**src/rtl/lsfd_pkg.sv**
```systemverilog
`default_nettype none

package lsfd_pkg;

   localparam int STRIPS          = 8;
   localparam int SLOTS_PER_STRIP = 64;

   localparam int BYTE_W   = 8;
   localparam int KIND_W   = 2;
   localparam int STRIP_W  = 3;
   localparam int SLOT_W   = 6;
   localparam int WORD_W   = 16;
   localparam int PROD_W   = 24;

   localparam int STRIP_CNT_W = (STRIPS > 1) ? $clog2(STRIPS) : 1;
   localparam int SLOT_CNT_W  = (SLOTS_PER_STRIP > 1) ? $clog2(SLOTS_PER_STRIP) : 1;

   localparam logic [STRIP_CNT_W-1:0] LAST_STRIP = STRIP_CNT_W'(STRIPS - 1);
   localparam logic [SLOT_CNT_W-1:0]  LAST_SLOT  = SLOT_CNT_W'(SLOTS_PER_STRIP - 1);

   localparam logic [WORD_W-1:0] WORD_DATA_MAX = 16'hff00;
   localparam logic [WORD_W-1:0] WORD_SYNC     = 16'hffff;
   localparam logic [BYTE_W-1:0] BYTE_ZERO     = 8'h00;
   localparam logic [BYTE_W-1:0] BYTE_MARK     = 8'hf0;
   localparam logic [BYTE_W-1:0] BYTE_FILL     = 8'hff;

   typedef enum logic [KIND_W-1:0] {
      KIND_SYMBOL = 2'd0,
      KIND_GOOD   = 2'd1,
      KIND_BAD    = 2'd2
   } kind_type;

   typedef enum logic [3:0] {
      SYNC_GOOD        = 4'd0,
      SYNC_GOOD_00     = 4'd1,
      SYNC_GOOD_01_FE  = 4'd2,
      SYNC_GOOD_FF     = 4'd3,
      SYNC_GOOD_FFFF   = 4'd4,
      SYNC_GOOD_FFFFFF = 4'd5,
      SYNC_BAD         = 4'd6,
      SYNC_BAD_FF      = 4'd7,
      SYNC_BAD_FFFF    = 4'd8,
      SYNC_BAD_FFFFFF  = 4'd9
   } sync_state_type;

   typedef enum logic [2:0] {
      CLS_ZERO = 3'd0,
      CLS_LOW  = 3'd1,
      CLS_F0   = 3'd2,
      CLS_HIGH = 3'd3,
      CLS_FF   = 3'd4
   } byte_class_type;

   typedef struct packed {
      sync_state_type next;
      logic           say_good;
      logic           say_bad;
   } sync_step_type;

   typedef struct packed {
      logic                 valid;
      kind_type             kind;
      logic [STRIP_W-1:0]   strip;
      logic [SLOT_W-1:0]    slot;
      logic [BYTE_W-1:0]    line_byte_first;
      logic [BYTE_W-1:0]    line_byte_second;
   } result_type;

   function automatic byte_class_type classify(input logic [BYTE_W-1:0] b);
      byte_class_type c;
      if (b == BYTE_ZERO) c = CLS_ZERO;
      else if (b < BYTE_MARK) c = CLS_LOW;
      else if (b == BYTE_MARK) c = CLS_F0;
      else if (b == BYTE_FILL) c = CLS_FF;
      else c = CLS_HIGH;
      return c;
   endfunction

   function automatic sync_step_type sync_next(input sync_state_type s,
                                               input byte_class_type c);
      sync_step_type r;
      logic          is_ff;
      is_ff      = (c == CLS_FF);
      r.say_good = 1'b0;
      r.say_bad  = 1'b0;
      unique case (s)
         SYNC_GOOD: begin
            if (c == CLS_ZERO) r.next = SYNC_GOOD_00;
            else if (is_ff) r.next = SYNC_GOOD_FF;
            else r.next = SYNC_GOOD_01_FE;
         end
         SYNC_GOOD_00:     r.next = SYNC_GOOD;
         SYNC_GOOD_01_FE:  r.next = is_ff ? SYNC_BAD_FF : SYNC_GOOD;
         SYNC_GOOD_FF:     r.next = is_ff ? SYNC_GOOD_FFFF : SYNC_GOOD;
         SYNC_GOOD_FFFF:   r.next = is_ff ? SYNC_GOOD_FFFFFF : SYNC_BAD;
         SYNC_GOOD_FFFFFF: begin
            r.next     = is_ff ? SYNC_BAD_FFFFFF : SYNC_BAD;
            r.say_good = (c == CLS_F0);
         end
         SYNC_BAD_FF:      r.next = is_ff ? SYNC_BAD_FFFF : SYNC_BAD;
         SYNC_BAD_FFFF:    r.next = is_ff ? SYNC_BAD_FFFFFF : SYNC_BAD;
         SYNC_BAD_FFFFFF: begin
            r.next    = is_ff ? SYNC_BAD_FFFFFF : SYNC_BAD;
            r.say_bad = (c == CLS_F0);
         end
         // Unused codes behave like the plain bad state.
         default:          r.next = is_ff ? SYNC_BAD_FF : SYNC_BAD;
      endcase
      return r;
   endfunction

endpackage

`default_nettype wire

```
**src/rtl/lsfd_if.sv**
```systemverilog
`default_nettype none

interface lsfd_req_if;
   logic                          valid;
   logic                          ready;
   logic [lsfd_pkg::BYTE_W-1:0]   rx_byte;

   modport source (output valid, output rx_byte, input ready);
   modport sink   (input valid, input rx_byte, output ready);
endinterface

interface lsfd_rsp_if;
   logic                          valid;
   logic                          ready;
   logic [lsfd_pkg::KIND_W-1:0]   kind;
   logic [lsfd_pkg::STRIP_W-1:0]  strip;
   logic [lsfd_pkg::SLOT_W-1:0]   slot;
   logic [lsfd_pkg::BYTE_W-1:0]   line_byte_first;
   logic [lsfd_pkg::BYTE_W-1:0]   line_byte_second;

   modport source (output valid, output kind, output strip, output slot,
                   output line_byte_first, output line_byte_second, input ready);
   modport sink   (input valid, input kind, input strip, input slot,
                   input line_byte_first, input line_byte_second, output ready);
endinterface

`default_nettype wire

```
**src/rtl/lsfd_core.sv**
```systemverilog
`default_nettype none

module lsfd_core (
   input  wire logic                        clock,
   input  wire logic                        reset,
   input  wire logic                        step,
   input  wire logic [lsfd_pkg::BYTE_W-1:0] rx_byte,
   output      lsfd_pkg::result_type        result
);

   logic                                   in_sync_ff, in_sync_in;
   logic                                   have_low_ff, have_low_in;
   logic [lsfd_pkg::BYTE_W-1:0]            held_low_ff, held_low_in;
   logic [lsfd_pkg::STRIP_CNT_W-1:0]       strip_cnt_ff, strip_cnt_in;
   logic [lsfd_pkg::SLOT_CNT_W-1:0]        slot_cnt_ff, slot_cnt_in;
   lsfd_pkg::sync_state_type               sync_ff, sync_in;

   logic [lsfd_pkg::WORD_W-1:0]            word;
   logic [lsfd_pkg::PROD_W-1:0]            prod;
   lsfd_pkg::sync_step_type                sync_step;

   assign word      = {rx_byte, held_low_ff};
   // word * 0x101 is the word plus itself shifted up by one byte.
   assign prod      = {word, 8'h00} + lsfd_pkg::PROD_W'(word);
   assign sync_step = lsfd_pkg::sync_next(sync_ff, lsfd_pkg::classify(rx_byte));

   always_comb begin
      in_sync_in   = in_sync_ff;
      have_low_in  = have_low_ff;
      held_low_in  = held_low_ff;
      strip_cnt_in = strip_cnt_ff;
      slot_cnt_in  = slot_cnt_ff;
      sync_in      = sync_ff;

      result.valid            = 1'b0;
      result.kind             = lsfd_pkg::KIND_SYMBOL;
      result.strip            = '0;
      result.slot             = '0;
      result.line_byte_first  = '0;
      result.line_byte_second = '0;

      if (in_sync_ff) begin
         if (sync_step.say_good || sync_step.say_bad) begin
            result.valid = 1'b1;
            result.kind  = sync_step.say_good ? lsfd_pkg::KIND_GOOD : lsfd_pkg::KIND_BAD;
            in_sync_in   = 1'b0;
            have_low_in  = 1'b0;
            strip_cnt_in = '0;
            slot_cnt_in  = '0;
            sync_in      = lsfd_pkg::SYNC_GOOD;
         end else begin
            sync_in = sync_step.next;
         end
      end else if (!have_low_ff) begin
         held_low_in = rx_byte;
         have_low_in = 1'b1;
      end else begin
         have_low_in = 1'b0;
         if (word > lsfd_pkg::WORD_DATA_MAX) begin
            in_sync_in = 1'b1;
            sync_in    = (word == lsfd_pkg::WORD_SYNC) ? lsfd_pkg::SYNC_GOOD_FFFF
                                                       : lsfd_pkg::SYNC_BAD_FF;
         end else begin
            result.valid            = 1'b1;
            result.strip            = lsfd_pkg::STRIP_W'(strip_cnt_ff);
            result.slot             = lsfd_pkg::SLOT_W'(slot_cnt_ff);
            result.line_byte_first  = prod[15:8];
            result.line_byte_second = prod[23:16];
            if (slot_cnt_ff == lsfd_pkg::LAST_SLOT) begin
               slot_cnt_in = '0;
               if (strip_cnt_ff == lsfd_pkg::LAST_STRIP) begin
                  strip_cnt_in = '0;
                  in_sync_in   = 1'b1;
                  sync_in      = lsfd_pkg::SYNC_GOOD;
               end else begin
                  strip_cnt_in = strip_cnt_ff + 1'b1;
               end
            end else begin
               slot_cnt_in = slot_cnt_ff + 1'b1;
            end
         end
      end
   end

   always_ff @(posedge clock) begin
      if (reset) begin
         in_sync_ff   <= 1'b0;
         have_low_ff  <= 1'b0;
         strip_cnt_ff <= '0;
         slot_cnt_ff  <= '0;
         sync_ff      <= lsfd_pkg::SYNC_GOOD;
      end else if (step) begin
         in_sync_ff   <= in_sync_in;
         have_low_ff  <= have_low_in;
         strip_cnt_ff <= strip_cnt_in;
         slot_cnt_ff  <= slot_cnt_in;
         sync_ff      <= sync_in;
      end
   end

   always_ff @(posedge clock) begin
      if (step) begin
         held_low_ff <= held_low_in;
      end
   end

endmodule

`default_nettype wire

```
**src/rtl/led_strip_frame_deframer_top.sv**
```systemverilog
`default_nettype none
// Flow: an accepted byte moves from the input register through the core; its result, if any,
// is held in the result register for rsp. Throughput: one byte per cycle unless a result waits
// for rsp.ready; each register holds one transaction, so an empty input register can still
// take a byte. Reset (synchronous, active high) empties both registers and returns the
// deframer to the start of the data phase with all counters at zero.

module led_strip_frame_deframer_top (
   input wire logic    clock,
   input wire logic    reset,
   lsfd_req_if.sink    req,
   lsfd_rsp_if.source  rsp
);

   logic                            in_valid_ff;
   logic [lsfd_pkg::BYTE_W-1:0]     in_byte_ff;
   logic                            out_valid_ff;
   lsfd_pkg::result_type            out_ff;
   lsfd_pkg::result_type            result;
   logic                            advance;
   logic                            step;

   // The pipeline moves whenever the result register is free or being emptied.
   assign advance   = !out_valid_ff || rsp.ready;
   assign step      = advance && in_valid_ff;
   assign req.ready = !in_valid_ff || advance;

   lsfd_core u_core (
      .clock   (clock),
      .reset   (reset),
      .step    (step),
      .rx_byte (in_byte_ff),
      .result  (result)
   );

   always_ff @(posedge clock) begin
      if (reset) begin
         in_valid_ff  <= 1'b0;
         out_valid_ff <= 1'b0;
      end else begin
         if (req.ready) begin
            in_valid_ff <= req.valid;
         end
         if (advance) begin
            out_valid_ff <= step && result.valid;
         end
      end
   end

   always_ff @(posedge clock) begin
      if (req.ready && req.valid) begin
         in_byte_ff <= req.rx_byte;
      end
      if (step && result.valid) begin
         out_ff <= result;
      end
   end

   assign rsp.valid            = out_valid_ff;
   assign rsp.kind             = out_ff.kind;
   assign rsp.strip            = out_ff.strip;
   assign rsp.slot             = out_ff.slot;
   assign rsp.line_byte_first  = out_ff.line_byte_first;
   assign rsp.line_byte_second = out_ff.line_byte_second;

endmodule

`default_nettype wire
```
**src/flat_wrapper.sv**
```systemverilog
// flat-port wrapper written by rule: the top's interface ports become plain ports
module led_strip_frame_deframer_top_flat 
  (clock, reset, req_valid, req_rx_byte, req_ready, rsp_valid, rsp_kind, rsp_strip, rsp_slot, rsp_line_byte_first, rsp_line_byte_second, rsp_ready);
  lsfd_req_if req_i ();
  lsfd_rsp_if rsp_i ();
  input wire logic clock;
  input wire logic reset;
  input wire logic [$bits(req_i.valid)-1:0] req_valid;
  input wire logic [$bits(req_i.rx_byte)-1:0] req_rx_byte;
  output wire logic [$bits(req_i.ready)-1:0] req_ready;
  output wire logic [$bits(rsp_i.valid)-1:0] rsp_valid;
  output wire logic [$bits(rsp_i.kind)-1:0] rsp_kind;
  output wire logic [$bits(rsp_i.strip)-1:0] rsp_strip;
  output wire logic [$bits(rsp_i.slot)-1:0] rsp_slot;
  output wire logic [$bits(rsp_i.line_byte_first)-1:0] rsp_line_byte_first;
  output wire logic [$bits(rsp_i.line_byte_second)-1:0] rsp_line_byte_second;
  input wire logic [$bits(rsp_i.ready)-1:0] rsp_ready;
  assign req_i.valid = req_valid;
  assign req_i.rx_byte = req_rx_byte;
  assign req_ready = req_i.ready;
  assign rsp_valid = rsp_i.valid;
  assign rsp_kind = rsp_i.kind;
  assign rsp_strip = rsp_i.strip;
  assign rsp_slot = rsp_i.slot;
  assign rsp_line_byte_first = rsp_i.line_byte_first;
  assign rsp_line_byte_second = rsp_i.line_byte_second;
  assign rsp_i.ready = rsp_ready;
  led_strip_frame_deframer_top u_core (.clock(clock), .reset(reset), .req(req_i), .rsp(rsp_i));
endmodule
```
**config.mk**
```make
export PLATFORM = sky130hd
export DESIGN_NAME = led_strip_frame_deframer_top_flat
export DESIGN_NICKNAME = d
export VERILOG_FILES = /design/src/rtl/lsfd_pkg.sv /design/src/rtl/lsfd_if.sv /design/src/rtl/lsfd_core.sv /design/src/rtl/led_strip_frame_deframer_top.sv /design/src/flat_wrapper.sv
export SDC_FILE = /design/constraint.sdc
export NUM_CORES = 1
export LEC_CHECK = 0
export BUFFER_PORTS_ARGS = -buffer_cell sky130_fd_sc_hd__buf_2
export CORE_ASPECT_RATIO = 0.5
export CORE_MARGIN = 5
export CORE_UTILIZATION = 57
export CTS_CLUSTER_SIZE = 12
export DETAILED_ROUTE_END_ITERATION = 8
export PLACE_DENSITY = 0.79
export SLEW_MARGIN = 10
export SYNTH_ARGS = -nofsm -noshare
export SYNTH_HDL_FRONTEND = slang
export SYNTH_SLANG_ARGS = --single-unit
```
**constraint.sdc**
```tcl
create_clock -name clock -period 3.7 [get_ports clock]
set_input_delay 0 -clock clock [delete_from_list [all_inputs] [get_ports clock]]
set_output_delay 0 -clock clock [all_outputs]
set_load 0.01 [all_outputs]
```
==> results_dict.tcl <==
set metrics [dict create \
    status "complete, no violations" \
    grt_antenna_before_repair 0 \
    gr-total-overflow 0 \
    num-fill-cells 386 \
    cpPeakStageDelay_ns 0.59 \
    power_leakage_nw 1.38 \
    critPathKind "reg2reg" \
    skew_ns 0.00678 \
    die_y_um 61.8 \
    power.share.switching 0.241 \
    cts_resized 0 \
    path_cells "or4_4 -> or3_4 -> or3_1 -> nand2_2" \
    cts.htree.levels 3 \
    routed_wl_um 6670 \
    synth.avg_cell_area_sq_um 10.9 \
    seqPwrFrac 0.514 \
    drt-initial-drc-count 140 \
    vias_per_cell 5.92 \
    min_path_type "in2reg" \
    pwr-share-clk 0.381 \
    synth_top_area_cell "edfxtp_1" \
    area_growth_pct 17.4 \
    synthTopCellsByArea "edfxtp_1 (42%), dfxtp_1 (11%), ha_1 (4.5%)" \
    ir_worst_vdd_mv 0.262 \
    root_buffer "clkbuf_8" \
    dpl.hpwl_um 4690 \
    grt_pass1_vias 2331 \
    grt_pass1_wl_um 11100 \
    slew_headroom 0.215 \
    synth_edf_count 43 \
    synth_top_area_share 0.422 \
    netlist_area_sq_mm 0.00306 \
    vias 2423 \
    ys.flop_type "edfxtp_1" \
    pre_cts_ws_ns 0.731 \
    synth.top_cells.by_count "edfxtp_1 (43), nor2_1 (25), a21oi_1 (17), dfxtp_1 (17)" \
    cts_setup_buffers 0 \
    worstSetupStartpointType "flop" \
    clock-sinks 60 \
    die-area_sq_mm 0.00702 \
    maxCapViolations 0 \
    cp_top_family "simple AND/OR/NAND/NOR gates" \
    fmax_ghz 0.338 \
    pin_count 41 \
    dieWidth_um 114 \
    p_int_mw 1.13 \
    num_antenna_cells 0 \
    initial_core_util 0.604 \
    power_density_mw_per_mm2 414 \
    fin_ws_ns 0.738 \
    fp-row-count 18 \
    p_comb_frac 0.104 \
    grt_max_degree 29 \
    rsz0062_at_grt "no" \
    worstPathRequired_ns 3.66 \
    p_sw_uw 358 \
    async_flop_share 0 \
    io_buffers 40 \
    slew_viol_final 0 \
    track_usage 0.207 \
    synthCells 282 \
    ys_ff_latch 60 \
    synth.yosys.seq_area_share 0.533 \
    cts_buffers 9 \
    clk_pin_slew_ns 0.06 \
    dr.pass1.iters 4 \
    cts_tree "built" \
    wire_per_inst_um 16.3 \
    core_sq_mm 0.00507 \
    tns_ns 0 \
    final_layout_size_suffix_gt1_frac 0.204 \
    period_share 0.800 \
    path_max_fanout 28 \
    cts_hold_buf 9 \
    layout.nets 358 \
    tightestPinTransition_ns 1.17 \
    crit_arrival_ns 2.92 \
    clock_path_buffers 2 \
    drc_errors 0 \
    synth_most_common_cell "edfxtp_1" \
    setup_viol 0 \
    end_kind "flop" \
    antenna_left 0 \
    clkLatencyLatePin_ns 0.33 \
    crit_buf_inv 0 \
    finalCriticalPeriod_ns 2.96 \
    synth_nets 306 \
    place.gp.congestion 0.949 \
    yosys_warnings 0 \
    critPathSlowestCell "or4_4" \
    hold_viol 0 \
    yosysUniqueCellTypes 52 \
]
[metal layers]
| layer | global-route usage | vias to the layer above | share of wire |
|---|---|---|---|
| met5 | 0 | - | 0 |
| met4 | 0.0805 | 0 | 0.018 |
| met3 | 0.0648 | 14 | 0.063 |
| met2 | 0.356 | 78 | 0.49 |
| met1 | 0.251 | 1143 | 0.42 |
| li1 | - | 1188 | - |
[state kept, by name, indices dropped and copies added, names as in the netlist]
name and cells:
u_core.u_core.sync_ff 4, u_core.rsp.slot 6, u_core.in_byte_ff 8, u_core.rsp.valid 1, u_core.rsp.line_byte_second 8, u_core.rsp.kind 2, u_core.u_core.held_low_ff 8, u_core.u_core.strip_cnt_ff 3
u_core.u_core.slot_cnt_ff 6, u_core.rsp.line_byte_first 8, u_core.u_core.have_low_ff 1, u_core.rsp.strip 3, u_core.in_valid_ff 1, u_core.u_core.in_sync_ff 1
[area by class of cell]
cell class	instances	area [sq um]	area share
Clock buffer	11	141	0.0393
Clock inverter	5	51.3	0.0143
Inverter	7	26.3	0.00731
Multi-Input combinational cell	207	1370	0.380
Sequential cell	60	1630	0.454
Tap cell	70	87.6	0.0244
Timing Repair Buffer	49	290	0.0808
[cell families (layout without fill, tap and decap cells)]
logic type	count (synthesis)	in the layout	share of synthesized area
adders and majority gates	12	12	0.0515
AOI/OAI and AO/OA	61	61	0.139
xor gates and xnor gates	10	10	0.0286
buffers and inverters	15	72	0.0209
muxes	2	2	0.00695
DFF	60	60	0.533
and+or+nand+nor	122	122	0.220
[metrics by stage]
| stage | std cells | hold slack (ns) | area [sq um] | utilization | power, mW |
|---|---|---|---|---|---|
| floorplan | 282 | 0.0721 | 3060 | - | 0.880 |
| global placement | 384 | 0.176 | 3310 | 0.653 | 0.916 |
| detailed placement | 384 | 0.179 | 3310 | 0.653 | 0.921 |
| CTS | 409 | 0.0188 | 3590 | 0.709 | 1.49 |
| global route | 409 | 0.0519 | 3590 | 0.709 | 1.55 |
| finish | 409 | 0.0314 | 3590 | 0.709 | 1.49 |
[power by group through the flow]
stage / Combinational (mW) / Clock (mW) / Sequential (mW)
2_1_floorplan: 0.108 / 0 / 0.772
3_3_place_gp: 0.140 / 0 / 0.776
3_5_place_dp: 0.143 / 0 / 0.778
4_1_cts: 0.153 / 0.578 / 0.764
5_1_grt: 0.173 / 0.610 / 0.767
6_report: 0.155 / 0.567 / 0.765
[path summary, 6_finish.rpt]
kind	startpoint	to	slack, ns	depth (start not counted)
hold reg to reg	u_core.u_core.strip_cnt_ff[1]$_SDFFE_PP0P_	u_core.u_core.strip_cnt_ff[1]$_SDFFE_PP0P_	0.50	2
setup / recovery	u_core.in_byte_ff[0]$_DFFE_PP_	u_core.rsp.kind[1]$_SDFFCE_PN0P_	0.74	4
hold / removal	rsp_ready	u_core.in_valid_ff$_SDFFE_PP0N_	0.03	4
setup reg to reg	u_core.in_byte_ff[0]$_DFFE_PP_	u_core.rsp.kind[1]$_SDFFCE_PN0P_	0.74	4
[worst register-to-register path, delay by kind of cell (launching register included)]
| family | cells | cell delay [ns] |
|---|---|---|
| DFF | 1 | 0.53 |
| and+or+nand+nor | 4 | 2.06 |
[cell usage in the layout, fill, tap and decap left out, types with 9 or more instances in the layout]
master,instances
ha_1,11
a21oi_1,17
nand3_1,12
buf_2,40
nor3_1,13
clkbuf_8,10
dlygate4sd3_1,9
o21ai_0,12
nand2_1,14
edfxtp_1,43
dfxtp_1,17
and3_1,14
nor2_1,25
Power figures use the tool's default switching activity.
